<file path="src/rtl/bwb_pkg.sv">
package bwb_pkg;

	localparam int DEPTH     = 16;
	localparam int PTR_W     = (DEPTH > 1) ? $clog2(DEPTH) : 1;
	localparam int CNT_W     = $clog2(DEPTH + 1);
	localparam int DATA_W    = 32;
	localparam int CAP_W     = 5;
	localparam int POS_W     = 5;
	localparam int IDX_W     = 5;
	localparam int MODE_W    = 2;
	localparam int STATUS_W  = 2;

	localparam logic [CAP_W-1:0] CAP_RESET = 5'd10;

	typedef logic [PTR_W-1:0] ptr_t;
	typedef logic [CNT_W-1:0] cnt_t;

	localparam logic [MODE_W-1:0] MODE_ADD    = 2'd0;
	localparam logic [MODE_W-1:0] MODE_REMOVE = 2'd1;
	localparam logic [MODE_W-1:0] MODE_DUMP   = 2'd2;

	localparam logic [STATUS_W-1:0] ST_OK     = 2'd0;
	localparam logic [STATUS_W-1:0] ST_BADPOS = 2'd1;
	localparam logic [STATUS_W-1:0] ST_EMPTY  = 2'd2;

	typedef struct packed {
		logic signed [DATA_W-1:0] value_res;
		logic [IDX_W-1:0]         index;
		logic [IDX_W-1:0]         count;
		logic [STATUS_W-1:0]      status;
		logic                     last;
	} res_t;

	// Map a logical position (oldest is 0) to a physical slot of the ring.
	function automatic ptr_t phys(input ptr_t head, input cnt_t lidx);
		logic [CNT_W:0] s;
		s = (CNT_W+1)'(head) + (CNT_W+1)'(lidx);
		if (s >= (CNT_W+1)'(DEPTH))
			s = s - (CNT_W+1)'(DEPTH);
		return s[PTR_W-1:0];
	endfunction

endpackage

</file>
<file path="src/rtl/bwb_ram.sv">
module bwb_ram #(
	parameter int DEPTH  = 16,
	parameter int WIDTH  = 32,
	parameter int ADDR_W = (DEPTH > 1) ? $clog2(DEPTH) : 1
) (
	input  logic              clk,
	input  logic              we,
	input  logic [ADDR_W-1:0] waddr,
	input  logic [WIDTH-1:0]  wdata,
	input  logic              re,
	input  logic [ADDR_W-1:0] raddr,
	output logic [WIDTH-1:0]  rdata
);

	logic [WIDTH-1:0] mem [DEPTH];

	always_ff @(posedge clk) begin
		if (we)
			mem[waddr] <= wdata;
	end

	// Read data holds until the next read.
	always_ff @(posedge clk) begin
		if (re)
			rdata <= mem[raddr];
	end

endmodule

</file>
<file path="src/rtl/bounded_window_buffer.sv">
// Ordered window of up to "capacity" signed 32-bit values, oldest first, kept as a ring
// in one single-port-write / single-port-read memory with a head pointer and a fill count.
// Requests: add (mode 0) appends and, when the window is full, drops the oldest entries
// down to capacity; remove (mode 1) deletes the 1-based position and closes the gap;
// dump (mode 2) streams every entry oldest first with last set on the final one; an
// empty dump gives one result with status 2. Add and remove give one acknowledgment.
// Add, remove of the newest entry, a bad position, an empty dump and mode 3 are done
// without leaving the idle state. A remove elsewhere closes the gap by moving one entry
// per cycle through the memory read port, write-back overlapping the next read, and a
// final step writes back the last entry and ends the move. Each dumped entry passes a
// read state and then an output state, since the memory read is registered; the dump
// waits in the output state while the output buffer is full.
// Results leave through a two-entry output buffer, so a request is taken while one
// result still waits; outside the gap-close and dump states, a request is held off only
// when both entries are full.
// Capacity 0 acts as 1, above 16 acts as 16; a lowered capacity takes effect at the
// next add. Write capacity only while no request is in flight.
module bounded_window_buffer
	import bwb_pkg::*;
(
	input  logic                       clk,
	input  logic                       arst_n,
	// configuration
	input  logic                       cfg_wen,
	input  logic [CAP_W-1:0]           cfg_data,
	// request channel
	input  logic                       in_valid,
	output logic                       in_ready,
	input  logic [MODE_W-1:0]          mode,
	input  logic signed [DATA_W-1:0]   value,
	input  logic [POS_W-1:0]           position,
	// result channel
	output logic                       out_valid,
	input  logic                       out_ready,
	output logic signed [DATA_W-1:0]   value_res,
	output logic [IDX_W-1:0]           index,
	output logic [IDX_W-1:0]           count,
	output logic [STATUS_W-1:0]        status,
	output logic                       last
);

	typedef enum logic [3:0] {
		S_IDLE  = 4'b0001,
		S_SHIFT = 4'b0010,
		S_DRD   = 4'b0100,
		S_DWR   = 4'b1000
	} state_t;

	state_t state_q, state_d;

	logic [CAP_W-1:0] cap_q;
	cnt_t             fill_q, fill_d;
	ptr_t             head_q, head_d;
	cnt_t             rd_q, rd_d;
	cnt_t             eff_cap;

	// gap-closing write-back stage
	logic             sh_v_s1;
	cnt_t             sh_idx_s1;

	// output buffer: head slot drives the ports, skid slot catches one more
	res_t             out_q, skid_q;
	logic             out_v_q, skid_v_q;
	logic             push, pop;
	res_t             res_d;

	// memory port
	logic              we, re;
	ptr_t              waddr, raddr;
	logic [DATA_W-1:0] wdata, rdata;

	logic in_acc;

	bwb_ram #(
		.DEPTH (DEPTH),
		.WIDTH (DATA_W),
		.ADDR_W(PTR_W)
	) u_ram (
		.clk  (clk),
		.we   (we),
		.waddr(waddr),
		.wdata(wdata),
		.re   (re),
		.raddr(raddr),
		.rdata(rdata)
	);

	assign in_ready = (state_q == S_IDLE) && !skid_v_q;
	assign in_acc   = in_valid && in_ready;
	assign pop      = out_v_q && out_ready;

	// Clamp capacity into 1..DEPTH.
	always_comb begin
		if (cap_q == '0)
			eff_cap = cnt_t'(1);
		else if (int'(cap_q) > DEPTH)
			eff_cap = cnt_t'(DEPTH);
		else
			eff_cap = cnt_t'(cap_q);
	end

	always_comb begin
		state_d = state_q;
		fill_d  = fill_q;
		head_d  = head_q;
		rd_d    = rd_q;
		push    = 1'b0;
		res_d   = '0;
		we      = 1'b0;
		waddr   = phys(head_q, fill_q);
		wdata   = value;
		re      = 1'b0;
		raddr   = phys(head_q, rd_q);

		case (state_q)
			S_IDLE: begin
				if (in_acc) begin
					case (mode)
						MODE_ADD: begin
							// new entry lands at head + fill, just past the newest; when the window
							// is full the head moves past the dropped oldest entries
							if (fill_q >= eff_cap) begin
								head_d = phys(head_q, fill_q - eff_cap + cnt_t'(1));
								fill_d = eff_cap;
							end else begin
								fill_d = fill_q + cnt_t'(1);
							end
							we          = 1'b1;
							push        = 1'b1;
							res_d.count = IDX_W'(fill_d);
							res_d.last  = 1'b1;
						end
						MODE_REMOVE: begin
							push       = 1'b1;
							res_d.last = 1'b1;
							if (position == '0 || (CNT_W+1)'(position) > (CNT_W+1)'(fill_q)) begin
								res_d.status = ST_BADPOS;
								res_d.count  = IDX_W'(fill_q);
							end else begin
								res_d.count = IDX_W'(fill_q - cnt_t'(1));
								if ((CNT_W+1)'(position) == (CNT_W+1)'(fill_q)) begin
									fill_d = fill_q - cnt_t'(1);
								end else begin
									// close the gap starting with the entry after it
									rd_d    = cnt_t'(position);
									state_d = S_SHIFT;
								end
							end
						end
						MODE_DUMP: begin
							if (fill_q == '0) begin
								push         = 1'b1;
								res_d.status = ST_EMPTY;
								res_d.last   = 1'b1;
							end else begin
								rd_d    = '0;
								state_d = S_DRD;
							end
						end
						default: ;
					endcase
				end
			end
			S_SHIFT: begin
				// read entry rd, write back the one read last cycle one place lower
				if (rd_q != fill_q) begin
					re   = 1'b1;
					rd_d = rd_q + cnt_t'(1);
				end
				if (sh_v_s1) begin
					we    = 1'b1;
					waddr = phys(head_q, sh_idx_s1);
					wdata = rdata;
				end
				if (rd_q == fill_q) begin
					fill_d  = fill_q - cnt_t'(1);
					state_d = S_IDLE;
				end
			end
			S_DRD: begin
				re      = 1'b1;
				state_d = S_DWR;
			end
			S_DWR: begin
				// hold the read data until the output buffer has room
				if (!skid_v_q) begin
					push            = 1'b1;
					res_d.value_res = rdata;
					res_d.index     = IDX_W'(rd_q + cnt_t'(1));
					res_d.count     = IDX_W'(fill_q);
					res_d.status    = ST_OK;
					res_d.last      = (rd_q + cnt_t'(1) == fill_q);
					rd_d            = rd_q + cnt_t'(1);
					state_d         = res_d.last ? S_IDLE : S_DRD;
				end
			end
			default: state_d = S_IDLE;
		endcase
	end

	always_ff @(posedge clk or negedge arst_n) begin
		if (!arst_n) begin
			state_q <= S_IDLE;
			fill_q  <= '0;
			head_q  <= '0;
			rd_q    <= '0;
			cap_q   <= CAP_RESET;
			sh_v_s1 <= 1'b0;
		end else begin
			state_q <= state_d;
			fill_q  <= fill_d;
			head_q  <= head_d;
			rd_q    <= rd_d;
			sh_v_s1 <= (state_q == S_SHIFT) && (rd_q != fill_q);
			if (cfg_wen)
				cap_q <= cfg_data;
		end
	end

	always_ff @(posedge clk) begin
		sh_idx_s1 <= rd_q - cnt_t'(1);
	end

	// Output buffer control.
	always_ff @(posedge clk or negedge arst_n) begin
		if (!arst_n) begin
			out_v_q  <= 1'b0;
			skid_v_q <= 1'b0;
		end else begin
			if (pop) begin
				if (skid_v_q) begin
					out_v_q  <= 1'b1;
					skid_v_q <= push;
				end else begin
					out_v_q  <= push;
				end
			end else if (!out_v_q) begin
				out_v_q <= push;
			end else if (push) begin
				skid_v_q <= 1'b1;
			end
		end
	end

	// Output buffer payload.
	always_ff @(posedge clk) begin
		if (pop) begin
			if (skid_v_q) begin
				out_q <= skid_q;
				if (push)
					skid_q <= res_d;
			end else if (push) begin
				out_q <= res_d;
			end
		end else if (!out_v_q) begin
			if (push)
				out_q <= res_d;
		end else if (push) begin
			skid_q <= res_d;
		end
	end

	assign out_valid = out_v_q;
	assign value_res = out_q.value_res;
	assign index     = out_q.index;
	assign count     = out_q.count;
	assign status    = out_q.status;
	assign last      = out_q.last;

endmodule

</file>
<file path="config.mk">
export PLATFORM = sky130hd
export DESIGN_NAME = bounded_window_buffer
export DESIGN_NICKNAME = d
export VERILOG_FILES = /design/src/rtl/bwb_pkg.sv /design/src/rtl/bwb_ram.sv /design/src/rtl/bounded_window_buffer.sv
export SDC_FILE = /design/constraint.sdc
export NUM_CORES = 1
export LEC_CHECK = 0
export ABC_CLOCK_PERIOD_IN_PS = 6380
export CAP_MARGIN = 20
export CORE_ASPECT_RATIO = 0.5
export CORE_MARGIN = 2
export CORE_UTILIZATION = 68
export DETAILED_ROUTE_END_ITERATION = 8
export DONT_BUFFER_PORTS = 1
export MAX_ROUTING_LAYER = met4
export PLACE_DENSITY = 0.94
export SYNTH_ARGS = -nofsm -noshare
export SYNTH_HDL_FRONTEND = slang
export SYNTH_SLANG_ARGS = --single-unit
</file>
<file path="constraint.sdc">
create_clock -name clk -period 6.38 [get_ports clk]
set_input_delay 0.638 -clock clk [delete_from_list [all_inputs] [get_ports clk]]
set_output_delay 0.638 -clock clk [all_outputs]
set_load 0.05 [all_outputs]
</file>
==> run summary, run 1 <==
status: completed
Core Box Area: 39300 µm²
crit path max-delay cell type: fa_4
share of layout cells above drive strength 1: 20.9%
Layout Utilization: 76.3%
Crit. Startpoint: rd_q[0]$_DFFE_PN0P_
# rows: 51
vias in the first global route: 16492
die area: 42000 µm²
Final setup violation count: 0
Hold WC Path Type: primary input to register
Final Hold Vio Count: 0
Fin Setup TNS: 0 ns
Total Wirelength: 79200 µm
routed vias/inst: 7.76
Die Wd: 288 µm
hold depth: 1
flops & latches, synth: 664
Switch Pwr: 6.46 mW
Initial Utilization: 69.8%
Post-Synth Simple-Gate Area: 5.52%
FF-to-FF Start: rd_q[0]$_DFFE_PN0P_
Worst EP arrival: 4.50 ns
VDD IR max: 0.000418 V
clk root buf: clkbuf_16
DPL Wire Length: 40900 µm
max_slew headroom: 33.7%
switch share: 39.8%
worst clock skew: 0.0401 ns
Routed wire per std cell: 36.9 µm
area grow syn2layout: 9.40%
setup slack, reg-to-reg: 2.20 ns
CTS clock-pin slew for the worst setup and hold paths: 0.08 ns
initial drt markers: 3603
critical path's top delay family: adder cells
CTS sink count: 664
Synth async-reset ratio: 3.92%
Max clock buf depth: 3
Max Cap Viol: 0
clock period minus worst slack: 4.18 ns
# port buffers: 0
pin count of the biggest net entering global routing: 82
drt first pass iters: 7
critical path, cell by cell: ha_4 -> inv_1 -> fa_4 -> buf_12 -> mux4_2 -> and2_1 -> a211oi_1 -> a31oi_1
clock buffer count from CTS: 54
fmax: 0.239 GHz
startpoint types: register
EDFF count, synth: 634
main combinational cell family by area after synthesis: multiplexers
initial antenna violation count: 11
Seq pwr share: 37.9%
Yosys warnings: 0
Crit path largest cell delay: 1.39 ns
Synth Cell Area: 27400 µm²
final period utilization: 65.5%
fin. max-slew vios: 0
global router's overall resource usage: 39.7%
insertion delay of the later-clocked pin in the worst-skew pair: 0.64 ns
Final GP Congestion: 0.867
global-route wire length before repair: 114000 µm
Gate power share: 40.9%
worst path bufs/invs: 2
ys flop type: edfxtp_1
syn_area_per_cell: 17.7 µm²
Clock power frac: 21.2%
Synth Area in Compound Gates: 5.32%
DR DRC count: 0
Yosys cell types: 70
CTS tree: built
CP required: 6.70 ns
CP Depth: 8
die extent in y: 146 µm
post-synthesis xor/xnor area fraction: 1.15%
Gate Count Post-Synth: 1545
endpoint type of the worst setup path: register
worst setup path category: register to register
P_int: 9.78 mW
R2R Path End: u_ram.rdata[7]$_DFFE_PP_
depth of the worst register-to-register path: 8
unrepaired setup endpoints after global routing: false
Setup Fix Bufs, Post-CTS: 0
H-Tree Depth: 2
Post-layout nets: 1650
Worst Setup EP: u_ram.rdata[7]$_DFFE_PP_
io pins: 96
Worst-Margin Slew: 0.994 ns
CP max FO: 74
Pwr Total: 16.2 mW
DR vias: 16670
Leak: 9.85 nW
pwr dens: 541 nW/µm²
sequential fraction of the synthesis area: 72.1%
total grt overflow: 0
Post-Synth Adder-Cell Area: 1.87%
total nets after synthesis: 1632
antenna viol nets, final: 0
mux share of post-synthesis cell area: 12.3%
-- synth_stat cells (all sizes together), types with 9 or more instances --
master | number | area share [%]
nand3 | 9 | 0.16
and2 | 69 | 1.6
a31oi | 35 | 0.85
nand2 | 127 | 1.8
o21ai | 63 | 1.1
xnor2 | 22 | 0.73
a21oi | 58 | 1.1
buf | 36 | 0.76
ha | 33 | 1.5
mux2 | 40 | 1.7
xor2 | 13 | 0.42
mux4 | 128 | 11
clkbuf | 45 | 0.62
nor3 | 26 | 0.47
inv | 25 | 0.34
a21o | 9 | 0.25
edfxtp | 634 | 69
a211oi | 34 | 0.93
dfrtp | 23 | 2.1
nor2 | 33 | 0.46
-- worst register-to-register path, stage by stage (launching register included) --
cell,delay (ns)
dfrtp_1,0.59
ha_4,0.21
inv_1,0.07
fa_4,1.39
buf_12,0.49
mux4_2,0.44
and2_1,0.18
a211oi_1,0.37
a31oi_1,0.11
-- power groups by stage --
stage / Clock (mW) / Sequential, mW / Combinational [mW]
after detailed placement: 0 / 6.22 / 6.07
after global routing: 3.58 / 6.17 / 6.94
final: 3.44 / 6.16 / 6.64
after global placement: 0 / 6.19 / 5.60
after floorplan: 0 / 6.05 / 4.57
after CTS: 3.42 / 6.15 / 6.42
-- cells by family (layout without fill, tap and decap cells) --
kind of cell,after synthesis,count (layout)
AOI/OAI and AO/OA,230,230
and+or+nand+nor,300,300
other,0,9
xor gates and xnor gates,35,35
adders and majority gates,38,38
muxes,172,172
buffers and inverters,106,170
DFF,664,664
-- state kept, by name, summed over array words and instances, names as in the netlist, 2 cells and up --
register,flops
cap_q,5
count,5
fill_q,5
head_q,4
index,5
rd_q,5
sh_idx_s1,4
skid_q,45
state_q,4
status,2
u_ram.mem,512
u_ram.rdata,32
value_res,32
-- through the flow --
stage	cell area [µm²]	setup WS [ns]	hold slack, ns	std cells
2_1_floorplan	27400	1.99	0.342	1545
3_3_place_gp	28200	2.73	0.343	2032
3_5_place_dp	28200	2.46	0.343	2032
4_1_cts	29900	2.35	0.0924	2136
5_1_grt	30000	2.13	0.0931	2147
6_report	30000	2.20	0.0944	2148
-- cell type report --
cell class,instances,area (µm²)
flip-flops and latches,664,19800
repair buffers,43,363
fillers,1831,9310
multi-input cells,775,7340
diodes,9,22.5
inverters,25,93.8
clock inverters,33,314
clock buffers,69,1430
well taps,530,663
-- routing by layer --
| metal | share of wire, % | GRT usage [%] |
|---|---|---|
| met1 | 33 | 52.3 |
| met2 | 44 | 56.3 |
| met3 | 17 | 12.6 |
| met4 | 6.1 | 20.4 |
| met5 | 0 | - |
-- how the worst min path moves through the flow --
stage | from | to | slack [ns]
2_1_floorplan | arst_n | cap_q[0]$_DFFE_PN0P_ | 0.34
3_3_place_gp | arst_n | state_q[2]$_DFFE_PN0P_ | 0.34
3_5_place_dp | arst_n | state_q[3]$_DFFE_PN0P_ | 0.34
4_1_cts | cfg_wen | cap_q[4]$_DFFE_PN0P_ | 0.09
5_1_grt | cfg_wen | cap_q[4]$_DFFE_PN0P_ | 0.09
6_report | cfg_wen | cap_q[4]$_DFFE_PN0P_ | 0.09
-- cell usage in the layout (no fill, tap or decap), drive strengths merged, types with 7 or more instances in the layout --
| cell | instances |
|---|---|
| edfxtp | 634 |
| mux4 | 128 |
| nand2 | 127 |
| and2 | 69 |
| clkbuf | 69 |
| o21ai | 63 |
| a21oi | 58 |
| buf | 42 |
| mux2 | 40 |
| a31oi | 35 |
| a211oi | 34 |
| ha | 33 |
| nor2 | 33 |
| inv | 29 |
| nor3 | 26 |
| dfrtp | 23 |
| xnor2 | 22 |
| clkinv | 21 |
| xor2 | 13 |
| diode | 9 |
| nand3 | 9 |
| a21o | 9 |
| and3 | 8 |
| a221o | 7 |
-- timing repair --
item	in CTS	in global routing
hold endpoints to repair	26	0
hold buffers	2	0
setup endpoints to repair	0	0
resized for setup	0	0
No activity file was read; power rests on OpenSTA's default activity.
==> run 2: changes to the inputs <==
ABC_CLOCK_PERIOD_IN_PS = 3500   (was 6380)
CORE_UTILIZATION = 57   (was 68)
PLACE_DENSITY = 0.85   (was 0.94)
clock period = 3.5 ns   (was 6.38 ns; I/O delays follow)
==> run 2 against run 1 <==
  * First-iteration DRC count fell by 37%
  * Final cell count rose by 6.1%
  * Worst hold slack got worse by 0.041 ns
  * Highest routed layer unchanged
  * Clock skew fell by 0.013 ns
  * Setup slack got worse by 2.1 ns
  * Total power rose by 81%
  * Die area rose by 19%
  * Count of clock-buffer cells in the layout rose by 1
==> run summary, run 2 (synthesis results as in run 1) <==
initial drt markers: 2262
critical path's top delay family: XOR/XNOR gates
P_int: 18.4 mW
Setup Fix Bufs, Post-CTS: 0
Pwr Total: 29.5 mW
clk root buf: clkbuf_16
Fin Hold WS: 0.0535 ns
insertion delay of the later-clocked pin in the worst-skew pair: 0.63 ns
area grow syn2layout: 11.9%
global-route wire length before repair: 103000 µm
Layout Utilization: 65.1%
Post-layout nets: 1678
Top Registers: u_ram.mem x512, skid_q x45
die area: 50000 µm²
Max clock buf depth: 3
vias in the first global route: 15732
Worst-Margin Slew: 1.01 ns
drt first pass iters: 7
pwr dens: 960 nW/µm²
startpoint types: register
Gate power share: 40.7%
Routed wire per std cell: 30.7 µm
total grt overflow: 0
final period utilization: 96.6%
initial antenna violation count: 7
switch share: 37.7%
Worst EP arrival: 3.71 ns
Initial Utilization: 58.2%
io pins: 96
Reg with most FFs: u_ram.mem
CTS tree: built
Seq pwr share: 37.8%
DR DRC count: 0
worst slack, placed: 0.390 ns
DR vias: 15537
# rows: 56
Largest register FFs: 512
worst clock skew: 0.0276 ns
critical path, cell by cell: ha_1 -> a21oi_1 -> xnor2_1 -> a21oi_2 -> xor2_1 -> nor3_2 -> buf_4
most common cell after layout, fill and taps aside: edfxtp_1
worst path bufs/invs: 1
CTS sink count: 664
CP required: 3.83 ns
Switch Pwr: 11.1 mW
pin count of the biggest net entering global routing: 57
clock buffer count from CTS: 55
unrepaired setup endpoints after global routing: false
Final Hold Vio Count: 0
Crit path largest cell delay: 0.83 ns
CP max FO: 17
worst setup path category: register to register
status: completed
Fin Setup TNS: 0 ns
most frequent cells in the layout: 634 x edfxtp_1, 128 x mux4_2, 123 x nand2_1
fmax: 0.296 GHz
Final GP Congestion: 0.871
VDD IR max: 0.00106 V
CTS clock-pin slew for the worst setup and hold paths: 0.07 ns
fin. max-slew vios: 0
Clock power frac: 21.5%
crit path max-delay cell type: xor2_1
# port buffers: 0
global router's overall resource usage: 29.0%
Hold WC Path Type: primary input to register
Die Wd: 314 µm
Max Cap Viol: 0
Final setup violation count: 0
Total Wirelength: 70000 µm
clock period minus worst slack: 3.38 ns
PnR worst setup slack: 0.119 ns
max_slew headroom: 32.2%
die extent in y: 159 µm
routed vias/inst: 6.82
share of layout cells above drive strength 1: 21.6%
DPL Wire Length: 37000 µm
H-Tree Depth: 2
Leak: 10.1 nW
Core Box Area: 47200 µm²
endpoint type of the worst setup path: register
antenna viol nets, final: 0
==> run 2: changes by cell type in the layout (fill, tap and decap cells not counted) <==
| cell | previous run | this run |
|---|---|---|
| buf_12 | 3 | 25 |
| dlygate4sd3_1 | 1 | 10 |
| buf_4 | 39 | 35 |
| inv_6 | 3 | 0 |
| diode_2 | 9 | 7 |
| bufinv_16 | 5 | 6 |
| clkbuf_1 | 14 | 13 |
| clkbuf_16 | 55 | 56 |
| clkbuf_8 | 0 | 1 |
| clkinv_16 | 0 | 1 |
| clkinv_2 | 9 | 8 |
| clkinv_4 | 1 | 0 |
| nor2b_2 | 1 | 0 |
| nor2b_4 | 0 | 1 |
==> run 2: tightest hold or removal path, stage by stage <==
cell,delay [ns]
nand3b_1,0.07
o21ai_0,0.08
mux2_4,0.13
==> run 2: layout make-up <==
type / count / area, µm²
Antenna cell: 7 / 17.5
Clock buffer: 70 / 1460
Clock inverter: 30 / 334
Fill cell: 2857 / 16500
Inverter: 25 / 93.8
Multi-Input combinational cell: 775 / 7350
Sequential cell: 664 / 19800
Tap cell: 638 / 798
Timing Repair Buffer: 70 / 863
==> run 2: final timing paths <==
check	start	slack (ns)	end	cells after the start
setup / recovery	fill_q[2]$_DFFE_PN0P_	0.12	u_ram.mem[12][22]$_DFFE_PP_	7
hold reg to reg	cap_q[0]$_DFFE_PN0P_	0.52	cap_q[0]$_DFFE_PN0P_	1
setup reg to reg	fill_q[2]$_DFFE_PN0P_	0.12	u_ram.mem[12][22]$_DFFE_PP_	7
max in group asynchronous	arst_n	3.07	cap_q[1]$_DFFE_PN1P_	2
min in group asynchronous	arst_n	0.18	sh_v_s1$_DFF_PN0_	2
hold / removal	position[4]	0.05	rd_q[4]$_DFFE_PN0P_	3
==> run 2: repair_timing <==
action,CTS,global route
resized for setup,0,0
endpoints found under the hold margin,34,0
hold buffers,11,0
==> run 2: power groups by stage <==
stage | sequential [mW] | combinational (mW) | clock (mW)
global placement | 11.3 | 11.0 | 0
detailed placement | 11.3 | 11.4 | 0
floorplan | 11.0 | 8.34 | 0
CTS | 11.1 | 11.9 | 6.34
global route | 11.2 | 12.8 | 6.61
finish | 11.1 | 12.0 | 6.33
==> run 2: per-layer routing <==
metal	vias up	GRT usage, %	wire length [µm]
li1	6227	-	-
met1	7860	38.7	25600
met2	1250	45.1	34000
met3	200	5.13	7850
met4	0	11.4	2510
met5	-	-	0
==> run 2: stage by stage <==
stage	instances	area [µm²]
2_1_floorplan	1545	27400
3_3_place_gp	2161	28800
3_5_place_dp	2161	28800
4_1_cts	2272	30700
5_1_grt	2279	30700
6_report	2279	30700
